<file path="config.mk">
export PLATFORM = sky130hd
export DESIGN_NAME = drjm_queue
export DESIGN_NICKNAME = d
export VERILOG_FILES = /design/src/hdl/drjm_pkg.sv /design/src/hdl/drjm_queue.sv
export SDC_FILE = /design/constraint.sdc
export NUM_CORES = 1
export LEC_CHECK = 0
export ABC_AREA = 1
export ABC_CLOCK_PERIOD_IN_PS = 2200
export BUFFER_PORTS_ARGS = -buffer_cell sky130_fd_sc_hd__buf_2
export CAP_MARGIN = 20
export CORE_AREA = 5 5 110 112
export CTS_CLUSTER_SIZE = 24
export DETAILED_ROUTE_END_ITERATION = 8
export DIE_AREA = 0 0 115 117
export PLACE_DENSITY = 0.74
export SYNTH_ARGS = -nofsm -noshare
export SYNTH_HDL_FRONTEND = slang
export SYNTH_SLANG_ARGS = --single-unit
</file>
<file path="constraint.sdc">
create_clock -name clk_i -period 2.2 [get_ports clk_i]
set_input_delay 0.22 -clock clk_i [delete_from_list [all_inputs] [get_ports clk_i]]
set_output_delay 0.22 -clock clk_i [all_outputs]
set_load 0.05 [all_outputs]
</file>
<file path="src/hdl/drjm_pkg.sv">
`default_nettype none
// ----------------------------------------------------------------------------
// drjm_pkg
// shared types, widths and constants of the delta-r jet matcher
// ----------------------------------------------------------------------------
package drjm_pkg;

  // field widths
  localparam int ReqW     = 2;
  localparam int SlotW    = 2;
  localparam int EtaW     = 14;
  localparam int PhiW     = 13;
  localparam int DistW    = 27;
  localparam int IdxW     = 7;
  localparam int TotW     = 32;
  localparam int CfgIdxW  = 1;

  // internal arithmetic widths
  localparam int DeW      = EtaW + 1;     // eta difference
  localparam int DphW     = PhiW + 1;     // raw phi difference
  localparam int DpW      = PhiW + 2;     // folded phi difference, signed
  localparam int SqW      = 2 * DeW;      // one square
  localparam int SumW     = SqW + 1;      // sum of two squares

  localparam int NumRefs  = 4;
  localparam int QDepth   = 4;
  localparam int QPtrW    = $clog2(QDepth);

  // angles, LSB 2^-10 rad
  localparam int PiQ      = 3217;
  localparam int TwoPiQ   = 6434;

  localparam logic [DistW-1:0] DistMax = {DistW{1'b1}};

  // configuration
  localparam logic [CfgIdxW-1:0] CFG_MATCH_RADIUS = 1'd0;
  localparam logic [CfgIdxW-1:0] CFG_ISO_RADIUS   = 1'd1;
  localparam logic [DistW-1:0]   MatchRadiusRst   = 27'd94372;
  localparam logic [DistW-1:0]   IsoRadiusRst     = 27'd10486;

  localparam int MaxJetsDef = 128;

  // request codes on the input channel
  localparam logic [ReqW-1:0] REQ_LOAD  = 2'd0;
  localparam logic [ReqW-1:0] REQ_JET   = 2'd1;
  localparam logic [ReqW-1:0] REQ_CLOSE = 2'd2;

  // reference slots
  localparam logic [SlotW-1:0] SLOT_B    = 2'd0;
  localparam logic [SlotW-1:0] SLOT_BBAR = 2'd1;
  localparam logic [SlotW-1:0] SLOT_MUM  = 2'd2;
  localparam logic [SlotW-1:0] SLOT_MUP  = 2'd3;

  typedef enum logic [1:0] {
    OP_LOAD  = 2'd0,
    OP_JET   = 2'd1,
    OP_CLOSE = 2'd2
  } op_e;

  // one classified request as it sits in the queue
  typedef struct packed {
    op_e                     op;
    logic [SlotW-1:0]        slot;
    logic signed [EtaW-1:0]  eta;
    logic signed [PhiW-1:0]  phi;
  } item_t;

  // queue status toward the front and back
  typedef struct packed {
    logic full;
    logic empty;
  } qstat_t;

  // control carried along the back pipeline
  typedef struct packed {
    logic            vld;
    op_e             op;
    logic            drop;
    logic [IdxW-1:0] idx;
  } stg_t;

endpackage

`default_nettype wire

</file>
<file path="src/hdl/drjm_queue.sv">
`default_nettype none
// ----------------------------------------------------------------------------
// drjm_queue
// short fifo between the front and the back pipeline
// ----------------------------------------------------------------------------
module drjm_queue (
  input  wire logic            clk_i,
  input  wire logic            rst_ni,
  input  wire logic            push_i,
  input  wire drjm_pkg::item_t push_item_i,
  input  wire logic            pop_i,
  output drjm_pkg::item_t      pop_item_o,
  output drjm_pkg::qstat_t     qstat_o
);
  import drjm_pkg::*;

  item_t            mem_q [QDepth];
  logic [QPtrW-1:0] wr_ptr_q, rd_ptr_q;
  logic [QPtrW:0]   count_q;
  logic             do_push, do_pop;

  assign qstat_o.full  = (count_q == (QPtrW+1)'(QDepth));
  assign qstat_o.empty = (count_q == '0);
  assign do_push       = push_i && !qstat_o.full;
  assign do_pop        = pop_i && !qstat_o.empty;
  assign pop_item_o    = mem_q[rd_ptr_q];

  always_ff @(posedge clk_i) begin
    if (do_push) begin
      mem_q[wr_ptr_q] <= push_item_i;
    end
  end

  always_ff @(posedge clk_i or negedge rst_ni) begin
    if (!rst_ni) begin
      wr_ptr_q <= '0;
      rd_ptr_q <= '0;
      count_q  <= '0;
    end else begin
      if (do_push) wr_ptr_q <= wr_ptr_q + QPtrW'(1);
      if (do_pop)  rd_ptr_q <= rd_ptr_q + QPtrW'(1);
      case ({do_push, do_pop})
        2'b10:   count_q <= count_q + (QPtrW+1)'(1);
        2'b01:   count_q <= count_q - (QPtrW+1)'(1);
        default: count_q <= count_q;
      endcase
    end
  end

endmodule

`default_nettype wire

</file>
==> results_dict.tcl, run 1 <==
set metrics [dict create \
    status "finished clean" \
    tritoncts "built" \
    p_sw_share_pct 42.39 \
    yosys-top-cells-count "124 x edfxtp_1, 111 x nand2_1, 74 x inv_1" \
    nets 545 \
    io_pins 68 \
    skew_ns 0.009337 \
    cp.required_ns 1.98 \
    cap_violations 0 \
    power_density_mw_per_mm2 1612 \
    dr_total_vias 3318 \
    pwr-share-seq_pct 31.9 \
    io_buffers 67 \
    cp_common_cell "nand2_1" \
    total_power_mw 10.88 \
    cp-end-kind "output pin" \
    drive_gt1_share_pct 31.33 \
    clk_pin_slew_worst_paths_ns 0.06 \
    preCtsSetupSlack_ns 0.4102 \
    drcViolationCount 0 \
    rows 39 \
    timing.final.crit_share_pct 92.83 \
    fin_tns_setup_ns 0 \
    rsz0062_at_grt "no" \
    synth_top_flop_cell "edfxtp_1" \
    tightest_slew_ns 0.4539 \
    post-place-cells 627 \
    grt_pass1_wl_microns 16810 \
    synth-seq-area-share_pct 70.10 \
    overflow 0 \
    ys_seq_elements 131 \
    place.gp.congestion 0.7084 \
    ys_types 19 \
    crit_buf_inv 3 \
    synth_top_area_share_pct 66.95 \
    p_int_mw 6.265 \
    synth_area_leaders "edfxtp_1 67%, o211ai_2 8.8%, nand2_1 7.5%, inv_1 5.0%, dfrtp_1 3.1%" \
    avgSynthCellArea_sq_um 13.15 \
    ys_warn_count 0 \
    worstSkewPairLatency_ns 0.41 \
    htree_levels 4 \
    slew_headroom_pct 69.74 \
    fin_cells 661 \
    grt_util_all_layers_pct 16.87 \
    syn_to_final_growth_pct 21.30 \
    cts_buffers 17 \
    cts_sinks 131 \
    drv_slew 0 \
    slowest_stage "dfrtp_1" \
    clockBufferDepth 2 \
    cpPeakStageDelay_ns 0.44 \
    ir_drop_mv 0.7719 \
    dr.pass1.iters 4 \
    holdCritPathClass "primary input to register" \
    p_clk_share_pct 25.4 \
    yosysTopAreaCell "edfxtp_1" \
    fp.coreArea_sq_mm 0.01113 \
    switchingPower_mw 4.610 \
    cp.arrival_ns 1.82 \
    fin_crit_ns 2.042 \
    ant_nets 0 \
    fmax_mhz 489.7 \
    wl_microns 10480 \
    path_class "register to output pin" \
    yosysMostFrequentCell "edfxtp_1" \
    cp_max_fo 33 \
    synth_edf_count 124 \
    grt_max_degree 34 \
    start_util_pct 49.99 \
    antenna_found_initial 1 \
    hold_ws_ns 0.02620 \
    hold_viol 0 \
    p_leak_nw 2.860 \
    netlist_area_sq_mm 0.005562 \
    die_h_microns 117 \
    power_frac_comb_pct 42.7 \
    die_w_microns 115 \
    dp_hpwl_microns 6720 \
    finalSetupViolations 0 \
    synthCells 423 \
    path_cells "inv_6, buf_12, nand2_1, o211ai_1, nand2_1, buf_2" \
    synth.net_count 464 \
    synthArstFlopShare_pct 5.344 \
    fin_ws_ns 0.1578 \
    die_area_sq_mm 0.01346 \
    critical_path.top_delay_family "buffers and inverters" \
    root_buffer "clkbuf_16" \
    drtIter0Drc 244 \
    vias_per_cell 5.020 \
    wl_per_cell_microns 15.85 \
    post-cts-setup-buffers 0 \
    start_kind "register" \
    grt_pass1_vias 3393 \
]
## cells by family after synthesis
group / synth area share [%]
AO/OA/AOI/OAI: 11.97
XOR/XNOR: 0.1575
adder cells (fa/ha/maj): 1.485
buffers and inverters: 7.784
flip-flops: 70.10
AND/OR/NAND/NOR: 8.504
## per-layer routing
| metal | vias up | GRT usage [%] | share of wire, % |
|---|---|---|---|
| li1 | 1625 | - | - |
| met3 | 14 | 6.735 | 5.6 |
| met1 | 1601 | 20.01 | 41 |
| met2 | 76 | 28.16 | 52 |
| met5 | - | 0 | 0.11 |
| met4 | 2 | 5.869 | 0.96 |
## timing repair
| item | CTS | global route |
|---|---|---|
| setup endpoints to repair | 0 | 7 |
| gates resized for setup | 0 | 1 |
| hold buffers | 1 | 0 |
| hold endpoints to repair | 7 | 0 |
## final cells by class
cell class / count / area, sq um
Timing Repair Buffer: 82 / 513.0
Fill cell: 865 / 4379
Multi-Input combinational cell: 193 / 1260
Clock buffer: 17 / 425.4
Tap cell: 143 / 178.9
Inverter: 79 / 301.5
Clock inverter: 15 / 165.2
Antenna cell: 1 / 2.502
Sequential cell: 131 / 3900
## worst reg2reg max path, cell delays in order (launching register included)
cell and delay [ns]:
dfrtp_1 0.38, inv_2 0.07, nand3_1 0.14, nand2_1 0.12, inv_1 0.08, ha_1 0.16
inv_1 0.07, fa_1 0.39, nand2_1 0.11, nand3_1 0.08, nand2_1 0.06, nand2_1 0.05
## placed cells by master, fill, tap and decap left out
master	count
edfxtp_1	124
nand2_1	111
inv_1	74
buf_2	67
o211ai_2	39
o211ai_1	23
clkbuf_16	17
buf_4	9
nand3_1	7
clkinv_2	7
dfrtp_1	6
ha_1	5
buf_12	5
inv_2	4
nor2_4	4
clkinvlp_4	3
bufinv_16	3
inv_6	2
diode_2	1
o21ai_0	1
xnor2_1	1
nand4_1	1
fa_1	1
clkinv_4	1
dlygate4sd3_1	1
dfrtp_2	1
## registers in the layout (all words and copies together), names as in the netlist
register and cells:
rd_ptr_q 2, count_q 3, wr_ptr_q 2, mem_q 124
## stage by stage
stage / cell area, sq um / utilization (%)
final: 6746 / 60.64
after global routing: 6744 / 60.62
after CTS: 6741 / 60.59
after detailed placement: 6141 / 55.20
after global placement: 6141 / 55.20
after floorplan: 5562 / -
## power by group through the flow
stage / clock network [mW] / registers, mW / logic [mW]
after floorplan: 0 / 3.49 / 3.55
after global placement: 0 / 3.49 / 4.57
after detailed placement: 0 / 3.52 / 4.67
after CTS: 2.81 / 3.47 / 4.70
after global routing: 2.94 / 3.51 / 5.00
final: 2.76 / 3.47 / 4.64
## worst paths after layout
path	start	end	slack, ns	cells past startpoint
max in group asynchronous	rst_ni	rd_ptr_q[1]	1.85	2
max	rd_ptr_q[0]	pop_item_o[4]	0.16	6
min reg2reg	count_q[1]	count_q[1]	0.52	2
min	push_item_i[4]	mem_q[0][4]	0.03	1
min in group asynchronous	rst_ni	count_q[0]	0.17	2
max reg2reg	count_q[0]	count_q[2]	0.38	11
Power figures use the tool's default switching activity.
==> run 2: changes to the inputs <==
==> constraint.sdc (replaced) <==
create_clock -name clk_i -period 2.2 [get_ports clk_i]
set_input_delay 0 -clock clk_i [delete_from_list [all_inputs] [get_ports clk_i]]
set_output_delay 0 -clock clk_i [all_outputs]
set_load 0.05 [all_outputs]
==> run 2 against run 1 <==
  * Global-route usage decreased by 0.36 points
  * Worst hold slack better by 0.32 ns
  * Combinational power shrank 0.9%
  * First-iteration DRC count fell by 29%
  * Register-to-register slack improved by 0.04 ns
  * Die area unchanged
  * Fmax up 6.7%
  * Clock skew decreased by 0.0028 ns
  * Sequential share of layout area shrank 1.6 points
  * Largest cell class unchanged
  * Largest power group unchanged
==> results_dict.tcl, run 2 (synthesis results as in run 1) <==
set metrics [dict create \
    status "finished clean" \
    regMostFlops "mem_q" \
    cts_buffers 17 \
    rr_worst_depth 11 \
    cp.arrival_ns 1.91 \
    ant_nets 0 \
    hp-start "push_item_i[10]" \
    final_cell_mix "124 x edfxtp_1, 111 x nand2_1, 74 x inv_1" \
    start_kind "register" \
    grt_pass1_vias 3403 \
    reg2reg_slack_ns 0.42 \
    p_clk_share_pct 22.2 \
    rsz0062_at_grt "no" \
    wl_microns 10580 \
    cp_num_cells 5 \
    register_area_sq_mm 0.003900 \
    worstSkewPairLatency_ns 0.41 \
    clk_pin_slew_worst_paths_ns 0.05 \
    hold_ws_ns 0.3449 \
    slowest_stage "dfrtp_2" \
    top_regs "mem_q x124, count_q x3" \
    fin_crit_ns 1.913 \
    switchingPower_mw 4.507 \
    busiest_layer "met2" \
    timing.final.crit_share_pct 86.97 \
    path_cells "inv_2, buf_4, o211ai_2, nand2_1, buf_2" \
    cpPeakStageDelay_ns 0.40 \
    wl_per_cell_microns 15.27 \
    start_util_pct 49.99 \
    overflow 0 \
    ir_drop_mv 0.8896 \
    use_met1_pct 21.31 \
    hold_path_depth 2 \
    dr.pass1.iters 4 \
    p_sw_share_pct 43.45 \
    power_density_mw_per_mm2 1494 \
    finalSetupViolations 0 \
    rows 39 \
    grt_pass1_wl_microns 16710 \
    drv_slew 0 \
    critical_path.top_delay_family "buffers and inverters" \
    cp_max_fo 18 \
    p_int_mw 5.867 \
    die_area_sq_mm 0.01346 \
    crit_buf_inv 3 \
    holdCritPathClass "primary input to register" \
    grtUsageMet3_pct 5.656 \
    power_frac_comb_pct 44.3 \
    fillCellCount 820 \
    vias_per_cell 4.990 \
    skew_ns 0.006520 \
    drtIter0Drc 174 \
    post-place-cells 628 \
    fp.coreArea_sq_mm 0.01113 \
    grtUsageMet2_pct 26.70 \
    dp_hpwl_microns 6541 \
    io_pins 68 \
    n_antenna_cell 0 \
    clockBufferDepth 2 \
    io_buffers 67 \
    fin_cells 693 \
    tritoncts "built" \
    r2r-start "count_q[1]" \
    final_common_cell "edfxtp_1" \
    grt_max_degree 86 \
    die_w_microns 115 \
    cap_violations 0 \
    htree_levels 4 \
    slew_headroom_pct 66.72 \
    path_class "register to output pin" \
    ctsHoldBuffers 35 \
    hold_viol 0 \
    dr_total_vias 3458 \
    cts-resized-gates 0 \
    root_buffer "clkbuf_16" \
    p_leak_nw 2.937 \
    antenna_found_initial 0 \
    fmax_mhz 522.6 \
    grt_util_all_layers_pct 16.51 \
    largest_reg_flops 124 \
    post-cts-setup-buffers 0 \
    syn_to_final_growth_pct 24.84 \
    drcViolationCount 0 \
    nets 580 \
    place.gp.congestion 0.7384 \
    pwr-share-seq_pct 33.4 \
    cp-end-kind "output pin" \
    cp.required_ns 2.20 \
    timing.rr.end "count_q[2]" \
    tightest_slew_ns 0.4985 \
    total_power_mw 10.37 \
    hold_path_end "mem_q[2][10]" \
    multiInputGateArea_sq_mm 0.001260 \
    cts_sinks 131 \
    die_h_microns 117 \
    drive_gt1_share_pct 27.64 \
]
[run 2: cell types whose count changed in the layout (fill, tap and decap cells not counted), sizes merged]
| cell | previous run | this run |
|---|---|---|
| buf | 81 | 82 |
| clkbuf | 17 | 20 |
| clkinvlp | 3 | 1 |
| diode | 1 | 0 |
| inv | 80 | 79 |
| dlygate4sd3 | 1 | 35 |
| clkinv | 8 | 9 |
| bufinv | 3 | 0 |
[run 2: final cells by class]
type                            instances  area share, %
Sequential cell                       131          56.17
Multi-Input combinational cell        193          18.15
Clock inverter                         10         0.6488
Tap cell                              143          2.577
Timing Repair Buffer                  117          11.86
Clock buffer                           20          6.289
Inverter                               79          4.307
[run 2: worst max path at each step]
stage | end | slack (ns) | startpoint
floorplan | mem_q[0][0] | -0.23 | count_q[0]
global placement | count_q[2] | 0.52 | count_q[0]
detailed placement | count_q[2] | 0.42 | count_q[0]
CTS | pop_item_o[8] | 0.25 | rd_ptr_q[1]
global route | pop_item_o[3] | 0.19 | rd_ptr_q[1]
finish | pop_item_o[6] | 0.29 | rd_ptr_q[1]
[run 2: through the flow]
step / instance area, sq um / utilization (%) / setup TNS (ns) / setup WS, ns
2_1_floorplan: 5562 / - / -28.09 / -0.2265
3_3_place_gp: 6111 / 54.93 / 0 / 0.5216
3_5_place_dp: 6111 / 54.93 / 0 / 0.4217
4_1_cts: 6943 / 62.40 / 0 / 0.2480
5_1_grt: 6943 / 62.40 / 0 / 0.1897
6_report: 6943 / 62.40 / 0 / 0.2866
[run 2: power by group through the flow]
stage | sequential [mW] | combinational [mW] | clock (mW)
floorplan | 3.49 | 3.55 | 0
global placement | 3.49 | 4.50 | 0
detailed placement | 3.52 | 4.58 | 0
CTS | 3.47 | 4.64 | 2.36
global route | 3.51 | 4.95 | 2.47
finish | 3.47 | 4.60 | 2.31
[run 2: per-layer routing]
| layer | wire length, microns | vias up | share of wire, % |
|---|---|---|---|
| li1 | - | 1682 | - |
| met1 | 4600 | 1662 | 43 |
| met2 | 5119 | 98 | 48 |
| met3 | 713 | 16 | 6.7 |
| met4 | 145 | 0 | 1.4 |
| met5 | 0 | - | 0 |
==> run 3: changes to the inputs <==
--- a/config.mk
+++ b/config.mk
@@ -8,12 +8,11 @@
 export ABC_AREA = 1
 export ABC_CLOCK_PERIOD_IN_PS = 2200
 export BUFFER_PORTS_ARGS = -buffer_cell sky130_fd_sc_hd__buf_2
-export CAP_MARGIN = 20
 export CORE_AREA = 5 5 110 112
 export CTS_CLUSTER_SIZE = 24
 export DETAILED_ROUTE_END_ITERATION = 8
 export DIE_AREA = 0 0 115 117
-export PLACE_DENSITY = 0.74
+export PLACE_DENSITY = 0.84
 export SYNTH_ARGS = -nofsm -noshare
 export SYNTH_HDL_FRONTEND = slang
 export SYNTH_SLANG_ARGS = --single-unit
==> run 3 against run 2 <==
  * Total power increased by 4.9%
  * Design area increased by 1.7%
  * Clock skew about the same
  * Combinational power increased by 2%
  * Critical path depth increased by 6
  * Highest routed layer unchanged
==> results_dict.tcl, run 3 (synthesis results as in run 1) <==
set metrics [dict create \
    cpPeakStageDelay_ns 0.40 \
    fin_ws_ns 0.3212 \
    path_cells "inv_2, nand3_1, nand2_1, inv_1, ha_1, inv_1, fa_1, nand2_1, nand3_1, nand2_1, nand2_1" \
    grt_max_degree 62 \
    place.gp.congestion 0.7207 \
    cts_sinks 131 \
    die_w_microns 115 \
    grt_util_all_layers_pct 17.29 \
    cp-end-kind "register" \
    place_area_sq_mm 0.006128 \
    die_h_microns 117 \
    nets 574 \
    status "finished clean" \
    drive_gt1_share_pct 28.57 \
    htree_levels 4 \
    worstSkewPairLatency_ns 0.42 \
    path_class "register to register" \
    rows 39 \
    largest_reg_flops 124 \
    post-place-cells 622 \
    clk_pin_slew_worst_paths_ns 0.06 \
    ant_nets 0 \
    rsz0062_at_grt "no" \
    start_kind "register" \
    p_sw_share_pct 43.17 \
    total_power_mw 10.89 \
    overflow 0 \
    ir_drop_mv 0.9338 \
    io_pins 68 \
    syn_to_final_growth_pct 26.97 \
    hold_path_depth 2 \
    final_common_cell "edfxtp_1" \
    dr.pass1.iters 4 \
    antenna_found_initial 0 \
    drtIter0Drc 220 \
    power_frac_comb_pct 43.1 \
    fin_cells 689 \
    wl_microns 10900 \
    die_area_sq_mm 0.01346 \
    dr_total_vias 3449 \
    grt_pass1_vias 3505 \
    slowest_stage "dfrtp_1" \
    crit_buf_inv 3 \
    regMostFlops "mem_q" \
    wl_per_cell_microns 15.82 \
    grt_pass1_wl_microns 17520 \
    post-cts-setup-buffers 0 \
    finalSetupViolations 0 \
    p_clk_share_pct 25.1 \
    ctsHoldBuffers 35 \
    timing.final.crit_share_pct 85.40 \
    power_density_mw_per_mm2 1541 \
    preCtsSetupSlack_ns 0.3801 \
    cp_common_cell "nand2_1" \
    clockBufferDepth 2 \
    cp_num_cells 11 \
    rr_worst_depth 11 \
    cts_buffers 17 \
    n_antenna_cell 0 \
    hold_ws_ns 0.3314 \
    drcViolationCount 0 \
    cp.required_ns 2.50 \
    fp.coreArea_sq_mm 0.01113 \
    top_regs "mem_q x124, count_q x3" \
    vias_per_cell 5.006 \
    final_cell_mix "124 x edfxtp_1, 111 x nand2_1, 74 x inv_1" \
    p_leak_nw 2.970 \
    cp.arrival_ns 2.18 \
    tritoncts "built" \
    critical_path.top_delay_family "simple AND/OR/NAND/NOR gates" \
    cap_violations 0 \
    slew_headroom_pct 67.33 \
    cp_max_fo 4 \
    start_util_pct 49.99 \
    drv_slew 0 \
    final_cell_area_sq_mm 0.007062 \
    root_buffer "clkbuf_16" \
    fmax_mhz 532.3 \
    cts-resized-gates 0 \
    tightest_slew_ns 0.4901 \
    p_int_mw 6.186 \
    holdCritPathClass "primary input to register" \
    hold_viol 0 \
    skew_ns 0.006715 \
    io_buffers 67 \
    dp_hpwl_microns 6446 \
    switchingPower_mw 4.699 \
    pwr-share-seq_pct 31.9 \
    fin_crit_ns 1.879 \
]
-- run 3: cell count changes in the layout (fill, tap and decap cells not counted) --
| cell | change |
|---|---|
| clkinv_4 | +4 |
| buf_12 | +5 |
| clkinv_1 | -5 |
| buf_4 | -11 |
| bufinv_16 | +2 |
| clkbuf_1 | -3 |
| clkinv_2 | -1 |
| inv_6 | +3 |
| clkinvlp_4 | +2 |
-- run 3: final cells by class --
cell class              instances  area, sq um
clock buffers                  17        425.4
clock inverters                15        157.7
fillers                       790         4064
inverters                      79        299.0
multi-input cells             193         1260
flip-flops and latches        131         3900
well taps                     143        178.9
repair buffers                111        840.8
-- run 3: per-stage QoR --
step | util [%] | setup TNS, ns
2_1_floorplan | - | -28.09
3_3_place_gp | 55.08 | 0
3_5_place_dp | 55.08 | 0
4_1_cts | 63.47 | 0
5_1_grt | 63.47 | 0
6_report | 63.47 | 0
-- run 3: final timing paths --
| check | slack [ns] | start | endpoint |
|---|---|---|---|
| max reg2reg | 0.32 | count_q[2] | count_q[2] |
| max | 0.32 | count_q[2] | count_q[2] |
| max in group asynchronous | 1.38 | rst_ni | rd_ptr_q[1] |
| min in group asynchronous | 0.55 | rst_ni | count_q[0] |
| min reg2reg | 0.50 | count_q[0] | count_q[0] |
| min | 0.33 | push_item_i[15] | mem_q[2][15] |
-- run 3: metal layers --
layer | share of wire, % | GRT usage, % | vias to the layer above | routed length [microns]
li1 | - | - | 1678 | -
met1 | 42 | 20.48 | 1673 | 4566
met2 | 52 | 30.09 | 82 | 5686
met3 | 4.8 | 5.347 | 16 | 523
met4 | 1.2 | 5.947 | 0 | 127
met5 | 0 | 0 | - | 0
-- run 3: power by group through the flow --
stage                     logic [mW]  registers, mW  clock network [mW]
after detailed placement        4.64           3.52                   0
after CTS                       4.73           3.47                2.77
after global placement          4.52           3.49                   0
final                           4.69           3.47                2.73
after global routing            5.03           3.51                2.89
after floorplan                 3.55           3.49                   0
